<file path="config.mk">
export PLATFORM = sky130hd
export DESIGN_NAME = dc_blocked_channel_mixer
export DESIGN_NICKNAME = d
export VERILOG_FILES = /design/src/hdl/dcbm_pkg.sv /design/src/hdl/dc_blocked_channel_mixer.sv
export VERILOG_INCLUDE_DIRS = /design/src /design/src/hdl
export SDC_FILE = /design/constraint.sdc
export NUM_CORES = 2
export LEC_CHECK = 0
export ABC_AREA = 0
export CORE_UTILIZATION = 55
export DETAILED_ROUTE_END_ITERATION = 6
export DONT_BUFFER_PORTS = 1
export GPL_TIMING_DRIVEN = 0
export PLACE_DENSITY = 0.7
export SETUP_SLACK_MARGIN = 0.3
export SLEW_MARGIN = 25
export SYNTH_ARGS = -nofsm -noshare
export SYNTH_HDL_FRONTEND = slang
export SYNTH_SLANG_ARGS = --single-unit
</file>
<file path="constraint.sdc">
create_clock -name clk -period 13.9 [get_ports clk]
set_input_delay 3.475 -clock clk [delete_from_list [all_inputs] [get_ports clk]]
set_output_delay 3.475 -clock clk [all_outputs]
set_load 0.01 [all_outputs]
</file>
<file path="src/hdl/assert_macros.svh">
// assertion macros included by the mixer rtl
`ifndef ASSERT_MACROS_SVH
`define ASSERT_MACROS_SVH

`ifndef SYNTH

// same-cycle implication, checked outside reset
`define ASSERT_IMP(lbl, clk, rst, ante, cons, msg) \
  lbl: assert property (@(posedge clk) disable iff (rst) (ante) |-> (cons)) else $error(msg);

// next-cycle implication, checked outside reset
`define ASSERT_NXT(lbl, clk, rst, ante, cons, msg) \
  lbl: assert property (@(posedge clk) disable iff (rst) (ante) |=> (cons)) else $error(msg);

`else

`define ASSERT_IMP(lbl, clk, rst, ante, cons, msg)
`define ASSERT_NXT(lbl, clk, rst, ante, cons, msg)

`endif

`endif

</file>
<file path="src/hdl/dcbm_pkg.sv">
// types, constants and helpers of the dc blocked channel mixer
package dcbm_pkg;

  localparam int CHANNELS_DEF = 16;
  localparam int DC_W         = 32;
  localparam int DC_SHIFT     = 12;
  localparam int VOL_SHIFT    = 15;

  typedef struct packed {
    logic [3:0]         channel;
    logic signed [19:0] sample;
    logic [14:0]        volume;
    logic               channel_active;
    logic               last_of_mix;
  } dcbm_in_t;

  typedef struct packed {
    logic signed [15:0] mix_sample;
    logic               mix_done;
  } dcbm_out_t;

  typedef enum logic [2:0] {
    S_IDLE,
    S_DECAY,
    S_UPD,
    S_BLK,
    S_MUL,
    S_MIX,
    S_DONE
  } dcbm_state_t;

  // clip a 22-bit signed value to 16 bits
  function automatic logic signed [15:0] sat16(input logic signed [21:0] v);
    logic signed [15:0] r;
    if (v > 22'sd32767) begin
      r = 16'sh7fff;
    end else if (v < -22'sd32768) begin
      r = 16'sh8000;
    end else begin
      r = v[15:0];
    end
    return r;
  endfunction

endpackage

</file>
<file path="src/hdl/dc_blocked_channel_mixer.sv">
// dc blocked channel mixer: per-channel dc tracker memory, q15 volume, saturating mix
// steps: a contributing item goes through decay, update, block, scale and mix, then done;
//   any other item goes straight to done; a new item is taken only in idle, once the last
//   one is in the result register, as the tracker read-modify-write and the scale multiplier
//   hold one item at a time. reset: synchronous rst clears trackers (through per-entry valid
//   bits), step marks, mix total and result register, and sets mix_enable to 1; no clearing pass
`include "assert_macros.svh"

module dc_blocked_channel_mixer #(
  parameter int CHANNELS = dcbm_pkg::CHANNELS_DEF
) (
  input  logic                clk,
  input  logic                rst,
  // item channel
  input  logic                item_valid,
  output logic                item_stall,
  input  dcbm_pkg::dcbm_in_t  item,
  // result channel
  output logic                result_valid,
  input  logic                result_stall,
  output dcbm_pkg::dcbm_out_t result,
  // enable register
  input  logic                cfg_we,
  input  logic                cfg_data
);
  import dcbm_pkg::*;

  localparam int CH_W  = (CHANNELS > 1) ? $clog2(CHANNELS) : 1;
  // compare width wide enough for the channel field and the channel count itself
  localparam int CMP_W = (CH_W + 1 > 4) ? CH_W + 1 : 4;

  // control state
  dcbm_state_t state, state_next;
  logic        mix_enable;
  logic [CHANNELS-1:0] mixed;      // channel already seen this step
  logic [CHANNELS-1:0] dc_valid;   // tracker entry written since reset
  logic signed [15:0]  mix_total;
  logic                mix_begun;

  // item held while it is worked on
  dcbm_in_t       item_q;
  logic [CH_W-1:0] addr_q;

  // tracker memory, one entry per channel
  logic [DC_W-1:0] dc_mem [CHANNELS];
  logic [DC_W-1:0] rd_data;
  logic            rd_ok;

  // datapath registers
  logic            dec_neg;
  logic [DC_W-1:0] dec_mag;
  logic [DC_W-1:0] dc_new;
  logic signed [20:0] blocked;
  logic signed [36:0] prod;

  // combinational
  logic            item_accept;
  logic [CMP_W-1:0] chan_ext;
  logic [CH_W-1:0] item_addr;
  logic            in_range;
  logic            hit;
  logic            mem_we;
  logic            done_fire;
  logic [DC_W-1:0] d_cur;
  logic [DC_W-1:0] mag_cur;
  logic [DC_W-1:0] ceil_part;
  logic [DC_W-1:0] sample_ext;
  logic [DC_W-1:0] dc_new_c;
  logic signed [15:0] contrib;
  logic signed [15:0] sum_sat;

  assign item_accept = item_valid && !item_stall;
  assign chan_ext    = CMP_W'(item.channel);
  assign item_addr   = chan_ext[CH_W-1:0];
  assign in_range    = chan_ext < CMP_W'(CHANNELS);
  // the item claims its channel for this step
  assign hit         = mix_enable && in_range && !mixed[item_addr];

  // decay: mag - ceil(mag / 4096), on the magnitude of the stored level
  assign d_cur     = rd_ok ? rd_data : '0;
  assign mag_cur   = d_cur[DC_W-1] ? (~d_cur + DC_W'(1)) : d_cur;
  assign ceil_part = (mag_cur >> DC_SHIFT) + DC_W'(|mag_cur[DC_SHIFT-1:0]);

  // restore the sign and add the sample in one carry chain
  assign sample_ext = {{(DC_W-20){item_q.sample[19]}}, item_q.sample};
  assign dc_new_c   = dec_neg ? (sample_ext - dec_mag) : (dec_mag + sample_ext);

  // scale: product shifted right by 15 and clipped, then saturating accumulate
  assign contrib = sat16(prod[36:VOL_SHIFT]);
  assign sum_sat = sat16(22'(mix_total) + 22'(contrib));

  // next state
  always_comb begin
    state_next = state;
    case (state)
      S_IDLE: begin
        if (item_accept) begin
          state_next = (hit && item.channel_active) ? S_DECAY : S_DONE;
        end
      end
      S_DECAY: state_next = S_UPD;
      S_UPD:   state_next = S_BLK;
      S_BLK:   state_next = S_MUL;
      S_MUL:   state_next = S_MIX;
      S_MIX:   state_next = S_DONE;
      S_DONE: begin
        if (done_fire) begin
          state_next = S_IDLE;
        end
      end
      default: state_next = S_IDLE;
    endcase
  end

  // state outputs
  always_comb begin
    item_stall = 1'b1;
    mem_we     = 1'b0;
    done_fire  = 1'b0;
    case (state)
      S_IDLE: item_stall = 1'b0;
      S_UPD:  mem_we     = 1'b1;
      // the result register is free or drains this cycle
      S_DONE: done_fire  = !result_valid || !result_stall;
      default: ;
    endcase
  end

  always_ff @(posedge clk) begin
    if (rst) begin
      state <= S_IDLE;
    end else begin
      state <= state_next;
    end
  end

  // enable register
  always_ff @(posedge clk) begin
    if (rst) begin
      mix_enable <= 1'b1;
    end else if (cfg_we) begin
      mix_enable <= cfg_data;
    end
  end

  // tracker memory: one read on the item beat, one write back in the update step
  always_ff @(posedge clk) begin
    if (item_accept) begin
      rd_data <= dc_mem[item_addr];
    end
    if (mem_we) begin
      dc_mem[addr_q] <= dc_new_c;
    end
  end

  // valid bits stand in for the zero reset of the memory
  always_ff @(posedge clk) begin
    if (rst) begin
      dc_valid <= '0;
      rd_ok    <= 1'b0;
    end else begin
      if (item_accept) begin
        rd_ok <= dc_valid[item_addr];
      end
      if (mem_we) begin
        dc_valid[addr_q] <= 1'b1;
      end
    end
  end

  // item capture and datapath pipeline
  always_ff @(posedge clk) begin
    if (item_accept) begin
      item_q <= item;
      addr_q <= item_addr;
    end
    if (state == S_DECAY) begin
      dec_neg <= d_cur[DC_W-1];
      dec_mag <= mag_cur - ceil_part;
    end
    if (state == S_UPD) begin
      dc_new <= dc_new_c;
    end
    if (state == S_BLK) begin
      blocked <= {item_q.sample[19], item_q.sample} -
                 {dc_new[DC_W-1], dc_new[DC_W-1:DC_SHIFT]};
    end
    if (state == S_MUL) begin
      prod <= 37'(blocked) * 37'($signed({1'b0, item_q.volume}));
    end
  end

  // step marks and mix accumulator
  always_ff @(posedge clk) begin
    if (rst) begin
      mixed     <= '0;
      mix_total <= '0;
      mix_begun <= 1'b0;
    end else begin
      if (item_accept && hit) begin
        mixed[item_addr] <= 1'b1;
      end
      if (state == S_MIX) begin
        mix_total <= mix_begun ? sum_sat : contrib;
        mix_begun <= 1'b1;
      end
      // end of step: fresh mix and fresh marks
      if (done_fire && item_q.last_of_mix) begin
        mixed     <= '0;
        mix_total <= '0;
        mix_begun <= 1'b0;
      end
    end
  end

  // result register, parts the two channels
  always_ff @(posedge clk) begin
    if (rst) begin
      result_valid <= 1'b0;
    end else if (done_fire) begin
      result_valid <= 1'b1;
    end else if (!result_stall) begin
      result_valid <= 1'b0;
    end
  end

  always_ff @(posedge clk) begin
    if (done_fire) begin
      result.mix_done   <= item_q.last_of_mix;
      result.mix_sample <= (item_q.last_of_mix && mix_enable && mix_begun) ?
                           mix_total : 16'sd0;
    end
  end

  // checks
  `ASSERT_IMP(a_idle_total_zero, clk, rst, !mix_begun, mix_total == 16'sd0,
    "mix total nonzero before any contribution")
  `ASSERT_NXT(a_mark_set, clk, rst, item_accept && hit, mixed[$past(item_addr)],
    "claimed channel not marked")
  `ASSERT_NXT(a_step_clear, clk, rst, done_fire && item_q.last_of_mix,
    mixed == '0 && !mix_begun, "step state not cleared after last beat")
  `ASSERT_IMP(a_result_src, clk, rst, $rose(result_valid), $past(state) == S_DONE,
    "result raised outside the done step")

endmodule
</file>
==> reports/results.env <==
ANTENNA_FOUND_INITIAL=13
TNS_NS=0
ANT_NETS=0
DRT_FIRST_ITER_VIOLATIONS=2630
CORE-AREA_SQ_MM=0.0805
YOSYS.AREA.TOP_TYPE_SHARE_PCT=46.8
FFS_LATCHES_SYNTH=752
GLOBALPLACE.CONGESTION=0.937
HOLD_VIOL_FINAL=0
ASYNC_RESET_FF_SHARE_PCT=0
FINAL-INSTANCE-COUNT-EXCL-FILL=4672
TIMING.REG2REG.SETUP_SLACK_NS=6.04
HOLD_SLACK_NS=0.463
GR-USAGE-ALL-LAYERS_PCT=27.5
YOSYS_WARNINGS=0
ROUTED_LENGTH_PER_INSTANCE_UM=23.5
PERIOD_NEEDED_NS=7.86
DIE-WIDTH_UM=287
CRITICALPATHCATEGORY='reg -> reg'
CRITPATHLAUNCH='blocked[10]'
CTS_SETUP_BUFFERS=0
CLOCK-SINKS=752
CRIT-REG2REG-CAPTURE='prod[36]'
DPL.HPWL_MM=80.8
HIGHEST_IR_DROP_SEEN_ON_VDD_mV=0.507
DRC_ERRORS=0
MAX_FREQ_GHz=0.127
DIE_Y_UM=287
PLACEMENTROWS=104
RSZ0062_AT_GRT='false'
PLACE_WORST_SETUP_SLACK_NS=6.11
CTS.REPORTEDPATHS.CLKPINSLEW_NS=0.06
PLACE_INST=4520
STARTPOINT_TYPE='flip-flop'
FIRST_GLOBAL_VIAS=28500
SLEW_AT_THE_PIN_CLOSEST_TO_ITS_MAX_SLEW_LIMIT_NS=0.947
SYNTH_FLOP_CELL='edfxtp_1'
SYNTH_SEQ_AREA_SHARE_PCT=49.2
FINAL_DESIGN_AREA_NO_FILL_SQ_MM=0.0501
NET_COUNT_OF_THE_FINISHED_LAYOUT=4099
DPL-INSTANCE-AREA_SQ_MM=0.0475
POWER_DENSITY_mW_PER_MM2=262
WHS_PATH_DEPTH=2
POSTLAYOUTCOREUTIL_PCT=62.2
P_LEAK_nW=19.4
WORST-R2R-CELL-COUNT=21
CP_MAX_FO=10
DRT-VIAS-PER-INSTANCE=5.89
DIE_AREA_SQ_MM=0.0825
RELSLEWSLACK_PCT=36.1
SYNTH_EDF_COUNT=697
CTS.ROOT.BUFFER_CELL='clkbuf_16'
GRT_PASS1_WL_MM=168
FINAL.PERIOD_UTILIZATION_PCT=56.6
MAXSLEWVIOLCOUNT=0
HOLD_END='mixed[10]'
SYNTH.DISTINCT_CELLS=78
INITIAL_UTILIZATION_PCT=55.5
DRT-TOTAL-WL_MM=110
CRITICAL_PATH_REQUIRED_NS=14.27
PORT_BUFFERS=0
OVERALL_POWER_CONSUMPTION_mW=13.2
POST_ROUTE_CELLS_DRIVE_ABOVE_1_SHARE_PCT=12.2
NETLIST_INSTANCES=3391
CP-END-KIND='flip-flop'
HOLD_PATH_CLASS='reg -> reg'
REPORT.FINAL.SETUP_VIOL=0
GRT_MAX_DEGREE=23
POST-SYNTH-TOP-AREA-CELL='edfxtp_1'
IO_PINS=66
POST_CTS_HOLD_BUFFER_COUNT=0
BUFS_ON_LONGEST_CLOCK_PATH=3
CTS_TREE='built'
CRITPATHARRIVALTIME_NS=8.23
POST_SYNTH.CELL_AREA_AVG_SQ_UM=13.2
INSERTION_DELAY_NS=0.66
OUTCOME='complete, no violations'
HTREE_LEVELS=3
FINCLKSKEW_NS=0.0495
NUMBER_OF_NETS_PRODUCED_BY_SYNTHESIS=3948
RELATIVE_AREA_CHANGE_FROM_SYNTHESIS_TO_FINAL_LAYOUT_PCT=12.1
WORST_HOLD_STARTPOINT='mixed[10]'
ROUTED-VIA-COUNT=27500
SYNTH_AREA_SQ_MM=0.0447
TOP_POST_SYNTHESIS_CELLS_BY_AREA='edfxtp_1 (47%), fa_1 (14%), mux4_2 (8.6%)'
DRTPASS1ITERATIONS=5
REGTOREGSTARTPOINT='blocked[10]'
GRT_REMAINING_OVERFLOW=0
CLOCK_BUFFER_COUNT_FROM_CTS=80
DRV_CAP=0
SETUP_WS_NS=6.04
CTS_RESIZED=0
[worst max-delay path, stage by stage, from the launching register on]
cell	delay, ns
edfxtp_1	0.64
clkbuf_1	0.64
nand2_1	0.17
fa_1	0.54
fa_1	0.57
fa_1	0.45
fa_1	0.54
inv_1	0.05
fa_1	0.47
inv_1	0.05
fa_1	0.51
inv_1	0.05
ha_1	0.30
a21oi_1	0.12
o21ai_0	0.14
a221oi_1	0.62
a21boi_0	0.27
a21o_1	0.35
a21oi_1	0.41
o21ai_0	0.21
o41ai_1	0.36
xnor2_1	0.14
[synth_stat cells (4+ instances only)]
library cell	n
o211ai_1	10
or2_2	7
nand2_1	267
nor2_1	175
a221oi_1	4
nand2b_1	16
a31oi_1	16
inv_1	483
buf_1	13
xor2_1	42
xnor2_1	117
and3_1	16
nor3b_1	4
edfxtp_1	697
o31ai_1	13
nor4_1	7
dfxtp_1	55
or3_1	11
o22ai_1	6
a311oi_1	4
nand4_1	15
o31a_1	6
o21ai_0	83
nor3_1	33
o41ai_1	7
o21bai_1	14
a211o_1	6
a21oi_1	127
and4_1	4
a21o_1	41
o21a_1	31
a211oi_1	13
nand3_1	28
or4_1	5
clkbuf_1	108
and2_1	160
nor2b_1	16
nand3b_1	5
ha_1	195
mux4_2	170
fa_1	315
[worst max-delay path by stage]
stage	end	slack [ns]
2_1_floorplan	mixed[11]	6.35
3_5_place_dp	prod[36]	6.11
4_1_cts	prod[36]	6.11
3_3_place_gp	mixed[7]	3.13
5_1_grt	prod[36]	5.76
6_report	prod[36]	6.04
[registers in the layout, summed over array words and instances (netlist names), 17 cells and up]
name	cells
item_q	36
result	17
dc_mem	512
blocked	21
dec_mag	32
rd_data	32
prod	22
dc_new	20
[where the power goes]
group	leakage [nW]	switching (mW)	total (mW)	internal, mW
logic	11.4	4.65	7.69	3.04
registers	6.76	0.0866	3.37	3.29
clock network	1.24	0.913	2.09	1.18
[cell families (layout without fill, tap and decap cells)]
kind of cell    Yosys count  count (layout)  synth area share, %
fa+ha+maj               510             510                 19.5
flops                   752             752                 49.2
buf+inv                 607             819                 5.11
mux                     174             174                 8.66
simple gates            776             776                 8.35
compound gates          413             413                 5.97
xor+xnor                159             159                 3.11
other cells               0               9                    0
[metal layers]
layer  wire (um)  GRT usage, %
met5          47             0
met4        5230          12.6
met3        7630          3.75
met2       54800          46.9
met1       41900          34.9
[cell usage in the layout, fill, tap and decap left out, types with 33 or more instances in the layout]
master / synthesis / layout
ha_1: 195 / 195
mux4_2: 170 / 170
xnor2_1: 117 / 102
and2_1: 160 / 160
dfxtp_1: 55 / 55
edfxtp_1: 697 / 697
a21oi_1: 127 / 122
a21o_1: 41 / 41
fa_1: 315 / 315
nand2_1: 267 / 267
clkbuf_16: 0 / 81
inv_1: 483 / 483
clkbuf_1: 108 / 122
o21ai_0: 83 / 83
nor2_1: 175 / 161
xor2_1: 42 / 33
[final cells by class]
cell class              instances  area (sq um)
diodes                          9          22.5
flip-flops and latches        752         22000
clock inverters                39           450
plain buffers                 122           480
fillers                      5997         30400
multi-input cells            2032         20800
well taps                    1060          1330
inverters                     485          1820
clock buffers                 104          2130
repair buffers                 69          1090
Note: power is estimated with default switching activity, not from simulation.
